<file path="src/design/swpwt_pkg.sv">
// ----------------------------------------------------------------------------
// Single-wire pulse-width transmitter package
// Shared types, command codes, register indexes and reset values.
// ----------------------------------------------------------------------------
package swpwt_pkg;

  // Command codes carried in the item's command field.
  localparam logic [1:0] CMD_TICK  = 2'd0;
  localparam logic [1:0] CMD_WRITE = 2'd1;
  localparam logic [1:0] CMD_START = 2'd2;

  // Register indexes on the configuration port.
  localparam logic [2:0] REG_SYNC_LOW  = 3'd0;
  localparam logic [2:0] REG_SYNC_HIGH = 3'd1;
  localparam logic [2:0] REG_ONE_LOW   = 3'd2;
  localparam logic [2:0] REG_ONE_HIGH  = 3'd3;
  localparam logic [2:0] REG_ZERO_LOW  = 3'd4;
  localparam logic [2:0] REG_ZERO_HIGH = 3'd5;
  localparam logic [2:0] REG_STOP_LOW  = 3'd6;
  localparam logic [2:0] REG_STOP_HIGH = 3'd7;

  // Register reset values, in ticks.
  localparam logic [7:0] RST_SYNC_LOW  = 8'd40;
  localparam logic [7:0] RST_SYNC_HIGH = 8'd4;
  localparam logic [7:0] RST_ONE_LOW   = 8'd1;
  localparam logic [7:0] RST_ONE_HIGH  = 8'd2;
  localparam logic [7:0] RST_ZERO_LOW  = 8'd2;
  localparam logic [7:0] RST_ZERO_HIGH = 8'd1;
  localparam logic [7:0] RST_STOP_LOW  = 8'd10;
  localparam logic [7:0] RST_STOP_HIGH = 8'd100;

  // Frame phases.
  typedef enum logic [1:0] {
    PH_IDLE = 2'd0,
    PH_SYNC = 2'd1,
    PH_DATA = 2'd2,
    PH_STOP = 2'd3
  } phase_t;

  // Timing configuration as seen by the frame engine.
  typedef struct packed {
    logic [7:0] sync_low_ticks;
    logic [7:0] sync_high_ticks;
    logic [7:0] one_low_ticks;
    logic [7:0] one_high_ticks;
    logic [7:0] zero_low_ticks;
    logic [7:0] zero_high_ticks;
    logic [7:0] stop_low_ticks;
    logic [7:0] stop_high_ticks;
  } cfg_t;

  // One request.
  typedef struct packed {
    logic [1:0] command;
    logic [3:0] byte_index;
    logic [7:0] byte_value;
    logic [4:0] frame_length;
  } item_t;

  // One result.
  typedef struct packed {
    logic line_level;
    logic busy_res;
    logic frame_done;
  } res_t;

endpackage

</file>
<file path="src/design/swpwt_ram.sv">
// ----------------------------------------------------------------------------
// Generic single-port-write RAM
// One write port and one read port; read data is registered and returns the
// contents before a write to the same address in the same cycle.
// ----------------------------------------------------------------------------
module swpwt_ram #(
  parameter int WIDTH = 8,
  parameter int DEPTH = 16
) (
  input  logic                                   clk,
  input  logic                                   we,
  input  logic [(DEPTH > 1 ? $clog2(DEPTH) : 1)-1:0] waddr,
  input  logic [WIDTH-1:0]                       wdata,
  input  logic [(DEPTH > 1 ? $clog2(DEPTH) : 1)-1:0] raddr,
  output logic [WIDTH-1:0]                       rdata
);

  logic [WIDTH-1:0] mem [DEPTH];

  // Write port and registered read port.
  always_ff @(posedge clk) begin
    if (we) begin
      mem[waddr] <= wdata;
    end
    rdata <= mem[raddr];
  end

endmodule

</file>
<file path="src/design/swpwt_cfg.sv">
// ----------------------------------------------------------------------------
// Configuration registers
// APB-style register file holding the eight tick counts of the frame timing.
// ----------------------------------------------------------------------------
module swpwt_cfg (
  input  logic              clk,
  input  logic              rst,
  input  logic              psel,
  input  logic              penable,
  input  logic              pwrite,
  input  logic [4:0]        paddr,
  input  logic [31:0]       pwdata,
  output logic [31:0]       prdata,
  output logic              pready,
  output swpwt_pkg::cfg_t   cfg
);

  logic       wr_en;
  logic [2:0] reg_idx;

  assign pready  = 1'b1;
  assign wr_en   = psel && penable && pwrite;
  assign reg_idx = paddr[4:2];

  // Register writes; each register keeps the low byte of the write data.
  always_ff @(posedge clk) begin
    if (rst) begin
      cfg.sync_low_ticks  <= swpwt_pkg::RST_SYNC_LOW;
      cfg.sync_high_ticks <= swpwt_pkg::RST_SYNC_HIGH;
      cfg.one_low_ticks   <= swpwt_pkg::RST_ONE_LOW;
      cfg.one_high_ticks  <= swpwt_pkg::RST_ONE_HIGH;
      cfg.zero_low_ticks  <= swpwt_pkg::RST_ZERO_LOW;
      cfg.zero_high_ticks <= swpwt_pkg::RST_ZERO_HIGH;
      cfg.stop_low_ticks  <= swpwt_pkg::RST_STOP_LOW;
      cfg.stop_high_ticks <= swpwt_pkg::RST_STOP_HIGH;
    end else if (wr_en) begin
      unique case (reg_idx)
        swpwt_pkg::REG_SYNC_LOW:  cfg.sync_low_ticks  <= pwdata[7:0];
        swpwt_pkg::REG_SYNC_HIGH: cfg.sync_high_ticks <= pwdata[7:0];
        swpwt_pkg::REG_ONE_LOW:   cfg.one_low_ticks   <= pwdata[7:0];
        swpwt_pkg::REG_ONE_HIGH:  cfg.one_high_ticks  <= pwdata[7:0];
        swpwt_pkg::REG_ZERO_LOW:  cfg.zero_low_ticks  <= pwdata[7:0];
        swpwt_pkg::REG_ZERO_HIGH: cfg.zero_high_ticks <= pwdata[7:0];
        swpwt_pkg::REG_STOP_LOW:  cfg.stop_low_ticks  <= pwdata[7:0];
        swpwt_pkg::REG_STOP_HIGH: cfg.stop_high_ticks <= pwdata[7:0];
        default: ;
      endcase
    end
  end

  // Read-back of the addressed register.
  always_comb begin
    prdata = 32'd0;
    unique case (reg_idx)
      swpwt_pkg::REG_SYNC_LOW:  prdata = {24'd0, cfg.sync_low_ticks};
      swpwt_pkg::REG_SYNC_HIGH: prdata = {24'd0, cfg.sync_high_ticks};
      swpwt_pkg::REG_ONE_LOW:   prdata = {24'd0, cfg.one_low_ticks};
      swpwt_pkg::REG_ONE_HIGH:  prdata = {24'd0, cfg.one_high_ticks};
      swpwt_pkg::REG_ZERO_LOW:  prdata = {24'd0, cfg.zero_low_ticks};
      swpwt_pkg::REG_ZERO_HIGH: prdata = {24'd0, cfg.zero_high_ticks};
      swpwt_pkg::REG_STOP_LOW:  prdata = {24'd0, cfg.stop_low_ticks};
      swpwt_pkg::REG_STOP_HIGH: prdata = {24'd0, cfg.stop_high_ticks};
      default: prdata = 32'd0;
    endcase
  end

endmodule

</file>
<file path="src/design/swpwt_engine.sv">
// ----------------------------------------------------------------------------
// Frame engine
// Holds the frame state and the byte buffer, and works out one request per
// cycle: buffer writes, frame starts and line ticks.
// ----------------------------------------------------------------------------
module swpwt_engine #(
  parameter int MAX_BYTES = 16
) (
  input  logic              clk,
  input  logic              rst,
  input  logic              fire,
  input  swpwt_pkg::item_t  item,
  input  swpwt_pkg::cfg_t   cfg,
  output swpwt_pkg::res_t   res
);

  localparam int AW = (MAX_BYTES > 1) ? $clog2(MAX_BYTES) : 1;

  // Frame state.
  swpwt_pkg::phase_t phase, phase_next;
  logic [8:0]        tick_count, tick_count_next;
  logic [2:0]        bit_count, bit_count_next;
  logic [4:0]        byte_count, byte_count_next;
  logic [7:0]        shift_byte, shift_byte_next;
  logic [4:0]        length_held, length_held_next;
  logic              line_now, line_now_next;
  logic              done;

  // Buffer access and write forwarding.
  logic          wr_en;
  logic [AW-1:0] wr_addr;
  logic [AW-1:0] rd_addr;
  logic [7:0]    rd_data;
  logic          wr_q;
  logic [AW-1:0] wr_addr_q;
  logic [7:0]    wr_data_q;
  logic [AW-1:0] rd_addr_q;
  logic [7:0]    load_data;

  // Part timing.
  logic [7:0] part_low, part_high;
  logic [8:0] tick_inc, part_sum;
  logic       part_line, part_fin;
  logic [4:0] byte_inc, next_idx;
  logic       frame_end, last_bit;
  logic       is_tick, start_ok;

  swpwt_ram #(
    .WIDTH (8),
    .DEPTH (MAX_BYTES)
  ) u_buf (
    .clk   (clk),
    .we    (wr_en),
    .waddr (wr_addr),
    .wdata (item.byte_value),
    .raddr (rd_addr),
    .rdata (rd_data)
  );

  // Request decode.
  assign is_tick  = fire && (item.command == swpwt_pkg::CMD_TICK);
  assign start_ok = fire && (item.command == swpwt_pkg::CMD_START)
                    && (phase == swpwt_pkg::PH_IDLE) && (item.frame_length != 5'd0);
  assign wr_en    = fire && (item.command == swpwt_pkg::CMD_WRITE)
                    && (32'(item.byte_index) < MAX_BYTES);
  assign wr_addr  = AW'(item.byte_index);

  // The buffer is read ahead at the next byte to load: byte 0 outside the
  // data phase, the following byte within it.
  assign byte_inc = byte_count + 5'd1;
  assign next_idx = (phase == swpwt_pkg::PH_DATA) ? byte_inc : 5'd0;
  assign rd_addr  = (32'(next_idx) < MAX_BYTES) ? AW'(next_idx) : '0;

  // A write in the cycle of the read is not yet in the read data.
  assign load_data = (wr_q && (wr_addr_q == rd_addr_q)) ? wr_data_q : rd_data;

  always_ff @(posedge clk) begin
    if (rst) begin
      wr_q <= 1'b0;
    end else begin
      wr_q <= wr_en;
    end
    wr_addr_q <= wr_addr;
    wr_data_q <= item.byte_value;
    rd_addr_q <= rd_addr;
  end

  // Low and high counts of the part in progress.
  always_comb begin
    part_low  = cfg.stop_low_ticks;
    part_high = cfg.stop_high_ticks;
    case (phase)
      swpwt_pkg::PH_SYNC: begin
        part_low  = cfg.sync_low_ticks;
        part_high = cfg.sync_high_ticks;
      end
      swpwt_pkg::PH_DATA: begin
        part_low  = shift_byte[7] ? cfg.one_low_ticks  : cfg.zero_low_ticks;
        part_high = shift_byte[7] ? cfg.one_high_ticks : cfg.zero_high_ticks;
      end
      default: ;
    endcase
  end

  assign tick_inc  = tick_count + 9'd1;
  assign part_sum  = {1'b0, part_low} + {1'b0, part_high};
  assign part_line = (tick_inc > {1'b0, part_low});
  assign part_fin  = (tick_inc >= part_sum);
  assign last_bit  = (bit_count == 3'd7);
  assign frame_end = (byte_inc >= length_held);

  // Next phase.
  always_comb begin
    phase_next = phase;
    if (start_ok) begin
      phase_next = swpwt_pkg::PH_SYNC;
    end else if (is_tick && part_fin) begin
      unique case (phase)
        swpwt_pkg::PH_IDLE: phase_next = swpwt_pkg::PH_IDLE;
        swpwt_pkg::PH_SYNC: phase_next = swpwt_pkg::PH_DATA;
        swpwt_pkg::PH_DATA: begin
          if (last_bit && frame_end) begin
            phase_next = swpwt_pkg::PH_STOP;
          end
        end
        swpwt_pkg::PH_STOP: phase_next = swpwt_pkg::PH_IDLE;
        default: phase_next = phase;
      endcase
    end
  end

  // Counters, shift register and line level.
  always_comb begin
    tick_count_next  = tick_count;
    bit_count_next   = bit_count;
    byte_count_next  = byte_count;
    shift_byte_next  = shift_byte;
    length_held_next = length_held;
    line_now_next    = line_now;
    done             = 1'b0;
    if (start_ok) begin
      length_held_next = (32'(item.frame_length) > MAX_BYTES) ? 5'(MAX_BYTES)
                                                               : item.frame_length;
      tick_count_next  = 9'd0;
      byte_count_next  = 5'd0;
      bit_count_next   = 3'd0;
      line_now_next    = 1'b0;
    end else if (is_tick) begin
      if (phase == swpwt_pkg::PH_IDLE) begin
        line_now_next = 1'b0;
      end else begin
        line_now_next   = part_line;
        tick_count_next = part_fin ? 9'd0 : tick_inc;
        if (part_fin) begin
          case (phase)
            swpwt_pkg::PH_SYNC: begin
              byte_count_next = 5'd0;
              shift_byte_next = load_data;
              bit_count_next  = 3'd0;
            end
            swpwt_pkg::PH_DATA: begin
              if (last_bit) begin
                byte_count_next = byte_inc;
                bit_count_next  = 3'd0;
                shift_byte_next = frame_end ? {shift_byte[6:0], 1'b0} : load_data;
              end else begin
                shift_byte_next = {shift_byte[6:0], 1'b0};
                bit_count_next  = bit_count + 3'd1;
              end
            end
            default: begin
              byte_count_next  = 5'd0;
              bit_count_next   = 3'd0;
              length_held_next = 5'd0;
              done             = 1'b1;
            end
          endcase
        end
      end
    end
  end

  always_ff @(posedge clk) begin
    if (rst) begin
      phase       <= swpwt_pkg::PH_IDLE;
      tick_count  <= 9'd0;
      bit_count   <= 3'd0;
      byte_count  <= 5'd0;
      shift_byte  <= 8'd0;
      length_held <= 5'd0;
      line_now    <= 1'b0;
    end else begin
      phase       <= phase_next;
      tick_count  <= tick_count_next;
      bit_count   <= bit_count_next;
      byte_count  <= byte_count_next;
      shift_byte  <= shift_byte_next;
      length_held <= length_held_next;
      line_now    <= line_now_next;
    end
  end

  // Result of this request.
  assign res.line_level = line_now_next;
  assign res.busy_res   = (phase_next != swpwt_pkg::PH_IDLE);
  assign res.frame_done = done;

endmodule

</file>
<file path="src/design/single_wire_pulse_width_transmitter.sv">
// ----------------------------------------------------------------------------
// Single-wire pulse-width transmitter
// Sends frames of buffered bytes as low/high pulse pairs on one wire, one
// level per tick request.
//
// Channel   Direction  Contents
// s_*       in         tuser: command; tdata: byte_index, byte_value,
//                      frame_length
// m_*       out        tdata: line_level, busy_res; tlast: frame_done
// APB       in/out     eight 8-bit tick counts at byte addresses 0 to 28
//
// One request is taken every cycle while s_tready is high. It waits in the
// input register until the frame engine works on it; the result then goes
// into the result register and is presented there until it is taken. The
// frame engine updates its counters once per request.
// Reset is synchronous and leaves the line idle low with no frame running.
// A stalled result holds its register; a request waits in the input register
// and the input side stalls only while both registers are full and the
// result is not being taken.
// ----------------------------------------------------------------------------
module single_wire_pulse_width_transmitter #(
  parameter int MAX_BYTES = 16
) (
  input  logic        clk,
  input  logic        rst,
  input  logic        s_tvalid,
  output logic        s_tready,
  input  logic [23:0] s_tdata,   // [3:0] byte_index, [11:4] byte_value,
                                 // [16:12] frame_length, [23:17] zero
  input  logic [1:0]  s_tuser,   // [1:0] command
  output logic        m_tvalid,
  input  logic        m_tready,
  output logic [7:0]  m_tdata,   // [0] line_level, [1] busy_res, [7:2] zero
  output logic        m_tlast,   // frame_done
  input  logic        psel,
  input  logic        penable,
  input  logic        pwrite,
  input  logic [4:0]  paddr,
  input  logic [31:0] pwdata,
  output logic [31:0] prdata,
  output logic        pready
);

  swpwt_pkg::cfg_t  cfg;
  swpwt_pkg::item_t in_item;
  swpwt_pkg::res_t  res, out_res;
  logic             in_valid;
  logic             out_valid;
  logic             proc;

  swpwt_cfg u_cfg (
    .clk     (clk),
    .rst     (rst),
    .psel    (psel),
    .penable (penable),
    .pwrite  (pwrite),
    .paddr   (paddr),
    .pwdata  (pwdata),
    .prdata  (prdata),
    .pready  (pready),
    .cfg     (cfg)
  );

  // A request is worked on when the result register is free or emptying.
  assign proc     = in_valid && (!out_valid || m_tready);
  assign s_tready = !in_valid || proc;

  // Input register.
  always_ff @(posedge clk) begin
    if (rst) begin
      in_valid <= 1'b0;
    end else if (s_tready) begin
      in_valid <= s_tvalid;
    end
    if (s_tready && s_tvalid) begin
      in_item.command      <= s_tuser;
      in_item.byte_index   <= s_tdata[3:0];
      in_item.byte_value   <= s_tdata[11:4];
      in_item.frame_length <= s_tdata[16:12];
    end
  end

  swpwt_engine #(
    .MAX_BYTES (MAX_BYTES)
  ) u_engine (
    .clk  (clk),
    .rst  (rst),
    .fire (proc),
    .item (in_item),
    .cfg  (cfg),
    .res  (res)
  );

  // Result register.
  always_ff @(posedge clk) begin
    if (rst) begin
      out_valid <= 1'b0;
    end else if (proc) begin
      out_valid <= 1'b1;
    end else if (m_tready) begin
      out_valid <= 1'b0;
    end
    if (proc) begin
      out_res <= res;
    end
  end

  assign m_tvalid = out_valid;
  assign m_tdata  = {6'd0, out_res.busy_res, out_res.line_level};
  assign m_tlast  = out_res.frame_done;

endmodule
</file>
<file path="config.mk">
export PLATFORM = sky130hd
export DESIGN_NAME = single_wire_pulse_width_transmitter
export DESIGN_NICKNAME = d
export VERILOG_FILES = /design/src/design/swpwt_pkg.sv /design/src/design/swpwt_ram.sv /design/src/design/swpwt_cfg.sv /design/src/design/swpwt_engine.sv /design/src/design/single_wire_pulse_width_transmitter.sv
export SDC_FILE = /design/constraint.sdc
export NUM_CORES = 1
export LEC_CHECK = 0
export ABC_AREA = 1
export ABC_CLOCK_PERIOD_IN_PS = 6500
export BUFFER_PORTS_ARGS = -buffer_cell sky130_fd_sc_hd__buf_4
export CAP_MARGIN = 20
export CORE_MARGIN = 1.5
export CORE_UTILIZATION = 25
export DETAILED_ROUTE_END_ITERATION = 10
export SLEW_MARGIN = 10
export SYNTH_ARGS = -nofsm -noshare
export SYNTH_HDL_FRONTEND = slang
export SYNTH_SLANG_ARGS = --single-unit
</file>
<file path="constraint.sdc">
create_clock -name clk -period 6.5 [get_ports clk]
set_input_delay 0.325 -clock clk [delete_from_list [all_inputs] [get_ports clk]]
set_output_delay 0.325 -clock clk [all_outputs]
set_load 0.02 [all_outputs]
</file>
After elaboration in Yosys (flattened, before gate mapping) --
Memory sizes are Yosys's and may differ from the RTL's. A register that Yosys moved wholly into a read port is not among the register bits. Cells that the tools add are included.
Cells by class: add/sub/neg operators 4, bitwise gates (word level) 4, shifts and indexed selects 0, reduce and logical (&&, ||, !) cells 42, eq/ne operators 17, divide/modulo/power cells 0, muxes and demuxes 34, order comparisons 5, multiply operators 0
Operator list (number):
- case mux 32 bit (8 select lines) | 1
- case mux 8 bit (2 select lines) | 3
- two-way mux 5 bit | 9
- two-way mux 8 bit | 5
- AND reduction 2 bit | 9
- equality test 3 bit (second input constant) | 5
- logical AND 1 bit | 12
- nonzero test 2 bit | 5
- adder 8 x 8 -> 9 bit | 1
- adder 9 x 1 -> 9 bit (second input constant) | 1
- >= comparator 9 bit | 1
- greater-than comparator 9 x 8 -> 1 bit | 1
- two-way mux 9 bit | 1
- two-way mux 1 bit | 8
- AND reduction 4 bit | 2
- equality test 2 bit (second input constant) | 3
- equality test 3 x 2 -> 1 bit (second input constant) | 2
- two-way mux 2 bit | 3
- two-way mux 3 bit | 2
- inequality test 2 x 1 -> 1 bit (second input constant) | 3
- case mux 2 bit (3 select lines) | 1
- OR reduction 2 bit | 3
- adder 5 x 1 -> 5 bit (second input constant) | 1
- >= comparator 5 bit | 1
- other kinds (16) | 23
Storage, ports and cells: ROM bits 0, word-level logic and storage cells 135, RAM bits 128, latch bits 0, bits of input ports 70, flip-flop bits (word level) 138, memories 1
Memory list:
- u_engine.u_buf.mem | words 16, width 8, read ports 1, clocked after Yosys merged registers in 1, wr ports 1, line swpwt_ram.sv:18 | logic [WIDTH-1:0] mem [DEPTH];

Depth between registers and ports, before layout --
word-level depth 8, mapped depth 26, depth with buffers taken out 24

Modules after synthesis --
From an unflattened synthesis, not the netlist that was laid out.
Second synthesis, totals: cell total of the unflattened synthesis 1620, area total of the unflattened synthesis 13444.1 um^2
Modules (own cells, without submodules):
- swpwt_ram | area each 5766.8 um^2, seq. area each 4003.8 um^2, cells each 551, instances 1
- swpwt_engine | area each 3716.1 um^2, seq. area each 1001.0 um^2, cells each 565, instances 1
- swpwt_cfg | area each 3160.5 um^2, seq. area each 1281.2 um^2, cells each 463, instances 1
- single_wire_pulse_width_transmitter | area each 800.8 um^2, seq. area each 700.7 um^2, cells each 41, instances 1

Worst setup path before layout --
OpenSTA, ideal clock, no wires.
path type reg2reg, from reg u_engine.phase[0], to reg u_engine.bit_count[1], path buffers 2, clock period less this slack 4076 ps, setup slack 2424 ps, cell stages (with the launch flop) 25, arrival time 3944 ps, library setup time 132 ps, cell sequence dfxtp_1 inv_1 ha_1 clkbuf_1 inv_2 buf_1 a21oi_1 a21oi_1 ha_1 inv_1 fa_1 o21ai_0 a21oi_1 nor2_1 nor2_1 xor2_1 ha_1 a21oi_1 o21a_1 nand2_1 inv_1 nor2_2 inv_1 nand2_1 a21oi_1
Between the ends: cells in the longest elaborated chain, start to end 5, elaborated cells between the ends (all ways) 13, classes of those cells add/sub: 1; order compare: 1; eq/ne: 2; mux: 3; bitwise: 1; reduce/logical: 5
RTL lines:
- from (decl) | line swpwt_engine.sv:20 | swpwt_pkg::phase_t phase, phase_next;
- from (signal assigned) | line swpwt_engine.sv:185 | phase <= swpwt_pkg::PH_IDLE;
- from (signal assigned) | line swpwt_engine.sv:193 | phase <= phase_next;
- equality test 2 bit or equality test 2 x 1 -> 1 bit (tied branches) | line swpwt_engine.sv:92, swpwt_engine.sv:155
- case mux 8 bit (2 select lines) | line swpwt_engine.sv:92 | case (phase)
- adder 8 x 8 -> 9 bit | line swpwt_engine.sv:106 | assign part_sum = {1'b0, part_low} + {1'b0, part_high};
- >= comparator 9 bit | line swpwt_engine.sv:108 | assign part_fin = (tick_inc >= part_sum);
- AND reduction 3 bit (no line)
- to (signal assigned) | line swpwt_engine.sv:195 | bit_count <= bit_count_next;
- to (decl) | line swpwt_engine.sv:22 | logic [2:0] bit_count, bit_count_next;
Several ways; a longest one is shown, not always the timed one. A chain may end at the register's enable or synchronous reset.

Worst setup path after layout --
from reg u_engine.phase[0], to reg u_engine.byte_count[4]
Between the ends: cells in the longest elaborated chain, start to end 5, elaborated cells between the ends (all ways) 14, classes of those cells add/sub: 1; order compare: 1; eq/ne: 3; mux: 3; bitwise: 1; reduce/logical: 5
RTL lines:
- equality test 2 bit or equality test 2 x 1 -> 1 bit (tied branches) | line swpwt_engine.sv:92, swpwt_engine.sv:155
- case mux 8 bit (2 select lines) | line swpwt_engine.sv:92
- adder 8 x 8 -> 9 bit | line swpwt_engine.sv:106
- >= comparator 9 bit | line swpwt_engine.sv:108
- AND reduction 4 bit (no line)
- to (signal assigned) | line swpwt_engine.sv:196 | byte_count <= byte_count_next;
- to (decl) | line swpwt_engine.sv:23 | logic [4:0] byte_count, byte_count_next;
Several ways; a longest one is shown, not always the timed one.

==> flow_metrics.py <==
metrics = {
    "clock_tree": {
        "clock-root-buffer": "clkbuf_16",
        "clockBufferDepth": 3,
        "clk_latency_ns": 0.58,
        "path_clk_slew_ns": 0.06,
        "numCtsBuffers": 29,
        "clkSinkCount": 274,
        "tritoncts": "yes",
        "cts-htree-levels": 1,
        "cts_resized": 0,
    },
    "layout": {
        "nets": 1605,
        "post-route-util_pct": 29.63,
        "final_cell_mix": "nand2_1, inv_1, nand3_1",
        "fillers": 5291,
        "drive_above_1_share_pct": 8.361,
        "diodes": 0,
        "final_cells": 2191,
        "synthToLayoutAreaGrowth_pct": 16.24,
        "layout_commonest_cell": "nand2_1",
    },
    "sta": {
        "grt_setup_unrepaired": "false",
        "setup_tns_ns": 0,
        "fin_crit_sh_pct": 72.69,
        "tightest_slew_ns": 1.050,
        "hold_violations": 0,
        "holdWs_ns": 0.04395,
        "fin_skew_ns": 0.01627,
        "max_freq_ghz": 0.2117,
        "drv_slew": 0,
        "period_minus_slack_ns": 4.725,
        "maxSlewHeadroom_pct": 29.78,
        "setup_viol_count_final": 0,
    },
    "worst_setup_path": {
        "cp_data_required_time_ns": 6.94,
        "ff2ff_path_depth": 22,
        "path_class": "flop to flop",
        "cp.arrival_ns": 5.17,
        "cp-end-kind": "flop",
        "r2r_setup_slack_ns": 1.78,
        "slowest_stage": "ha_1",
        "worstSetupStartpointType": "flop",
        "crit_top_cell": "a21oi_1",
        "reg2reg_to": "u_engine.byte_count[4]$_SDFFE_PP0P_",
        "cp_max_fo": 28,
        "max_stage_delay_ns": 0.45,
        "path_cells": "inv_1, ha_1, inv_2, a21oi_1, a21oi_1, ha_1, inv_1, fa_1, o21ai_0, a21oi_1, nor2_1, nor2_1, xor2_1, ha_1, a21oi_1, o21a_1, nand2_1, nand3_1, nand2_1, o21ai_0, inv_1, nor2_1",
        "r2r_start": "u_engine.phase[0]$_SDFF_PP0_",
    },
    "route": {
        "ant_nets": 0,
        "drc": 0,
        "dr.pass1.iters": 5,
        "drt_wl_total_mm": 32.83,
        "drt_iter0_markers": 772,
        "viasPerCell": 4.593,
        "post_drt_wl_per_cell_um": 14.98,
        "vias": 10060,
    },
    "pwr": {
        "seq_power_share_pct": 50.3,
        "swShare_pct": 22.77,
        "power.total_w": 0.003726,
        "clock_power_share_pct": 44.9,
        "power_density_nw_per_um2": 249.2,
        "combPwrFrac_pct": 4.8,
        "leakagePower_nw": 6.043,
        "max-vdd-ir-drop_uv": 227.8,
        "internal_power_w": 0.002877,
        "power_switching_w": 0.0008486,
    },
    "floorplan": {
        "die-area_um2": 52830,
        "coreArea_um2": 50480,
        "dieHeight_um": 229.8,
        "start_util_pct": 25.49,
        "die_w_um": 229.8,
        "io_pins": 114,
        "core.rowCount": 82,
    },
    "global_routing": {
        "gr-total-overflow": 0,
        "grt_max_degree": 61,
        "grt_first_pass_wirelength_mm": 52.79,
        "grt_pass1_vias": 9743,
        "antenna_found_initial": 0,
        "track_usage_pct": 12.29,
    },
    "min_path": {
        "hp-class": "input port to flop",
        "min_path_cells": 3,
        "hold_path_end": "in_valid$_SDFFE_PP0N_",
        "hp-start": "s_tvalid",
    },
    "yosys": {
        "synth_async_sr_flop_share_pct": 0,
        "synthCells": 1442,
        "syn_area_um2": 12860,
        "syn_area_per_cell_um2": 8.922,
        "synth-edff-count": 150,
        "synth_top_flop_cell": "edfxtp_1",
        "ys_ff_latch": 274,
        "ys_warn_count": 0,
        "synth_cell_types": 42,
        "seq_area_frac_synth_pct": 54.31,
    },
    "placed_design": {
        "port_buffers": 49,
        "routabilityCongestion": 0.8816,
        "dpl.hpwl_mm": 21.99,
        "place_inst": 2117,
    },
    "flow_run": {
        "drv_cap": 0,
    },
    "status": {
        "status": "completed",
    },
}
## state kept, by name (all words and copies together), names as in the netlist
signal and flops:
in_item 19, in_valid 1, m_tdata 2, m_tlast 1, m_tvalid 1, u_cfg.cfg 64
u_engine.bit_count 3, u_engine.byte_count 5, u_engine.length_held 5, u_engine.line_now 1, u_engine.phase 2, u_engine.rd_addr_q 4
u_engine.shift_byte 8, u_engine.tick_count 9, u_engine.u_buf.mem 128, u_engine.u_buf.rdata 8, u_engine.wr_addr_q 4, u_engine.wr_data_q 8
u_engine.wr_q 1
## final cells by class
class	instances	area (um2)	share of cell area [%]
Clock buffer	44	873.3	5.840
Clock inverter	10	95.09	0.6359
Inverter	179	674.4	4.510
Multi-Input combinational cell	936	4863	32.52
Sequential cell	274	6987	46.72
Tap cell	672	840.8	5.623
Timing Repair Buffer	76	620.6	4.150
## power by group through the flow
stage | combinational [W] | sequential [W] | clock, W
2_1_floorplan | 0.000120 | 0.00190 | 0
3_3_place_gp | 0.000162 | 0.00191 | 0
3_5_place_dp | 0.000166 | 0.00191 | 0
4_1_cts | 0.000176 | 0.00188 | 0.00171
5_1_grt | 0.000197 | 0.00188 | 0.00177
6_report | 0.000177 | 0.00188 | 0.00167
## critical path: cells and delay by family, from the launching register on
| kind | cells | cell delay (ns) |
|---|---|---|
| adders and majority gates | 4 | 1.36 |
| DFF | 1 | 0.33 |
| xor gates and xnor gates | 1 | 0.15 |
| and+or+nand+nor | 6 | 0.85 |
| buffers and inverters | 4 | 0.66 |
| AOI/OAI and AO/OA | 7 | 1.25 |
## how the worst max path moves through the flow
stage	start	slack, ns	to	depth (start not counted)
after floorplan	u_engine.phase[0]$_SDFF_PP0_	2.42	u_engine.bit_count[1]$_SDFFE_PP0P_	24
after global placement	u_engine.phase[0]$_SDFF_PP0_	1.90	u_engine.bit_count[1]$_SDFFE_PP0P_	22
after detailed placement	u_engine.phase[0]$_SDFF_PP0_	1.85	u_engine.byte_count[4]$_SDFFE_PP0P_	22
after CTS	u_engine.phase[1]$_SDFF_PP0_	1.83	u_engine.bit_count[0]$_SDFFE_PP0P_	22
after global routing	u_engine.phase[1]$_SDFF_PP0_	1.23	u_engine.byte_count[4]$_SDFFE_PP0P_	21
final	u_engine.phase[0]$_SDFF_PP0_	1.78	u_engine.byte_count[4]$_SDFFE_PP0P_	22
## what timing repair did
action,in CTS,in global routing
hold endpoints to repair,20,0
hold buffers,20,0
setup endpoints to repair,0,0
setup buffers,0,0
## stage by stage
| stage | cell area, um2 | setup WS [ns] |
|---|---|---|
| floorplan | 12970 | 2.424 |
| global placement | 13790 | 1.899 |
| detailed placement | 13790 | 1.850 |
| CTS | 14950 | 1.832 |
| global route | 14950 | 1.232 |
| finish | 14950 | 1.775 |
## synth_stat cells (all sizes together), types with 3 or more instances
library cell | count | area, um2
clkinv | 3 | 11.26
xnor2 | 3 | 26.28
dfxtp | 124 | 2482
nand3b | 32 | 240.2
o2111ai | 16 | 140.1
xor2 | 12 | 112.6
a22oi | 11 | 82.58
nor3 | 8 | 45.04
o22ai | 13 | 81.33
nor2 | 153 | 591.8
a21oi | 122 | 618.1
ha | 38 | 475.5
nand3 | 154 | 780.8
a221oi | 8 | 70.07
o21a | 4 | 30.03
or2 | 16 | 100.1
edfxtp | 150 | 4504
nand2 | 222 | 838.3
buf | 54 | 355.3
nand4 | 8 | 50.05
o21ai | 79 | 395.4
inv | 176 | 663.1
clkbuf | 28 | 105.1
## per-layer routing
metal / track usage, % / part of all wire (%) / vias up
li1: - / - / 4925
met2: 20.72 / 47 / 322
met3: 2.158 / 5.7 / 47
met5: 0 / 0 / -
met4: 2.696 / 1.8 / 0
met1: 16.36 / 46 / 4769
## logic make-up after synthesis
logic type | count (synthesis) | synth area share [%]
buf+inv | 261 | 8.821
other cells | 2 | 0.05838
fa+ha+maj | 39 | 3.851
xor+xnor | 15 | 1.080
compound gates | 257 | 11.26
flops | 274 | 54.31
simple gates | 594 | 20.62
No activity file was read; power rests on OpenSTA's default activity.
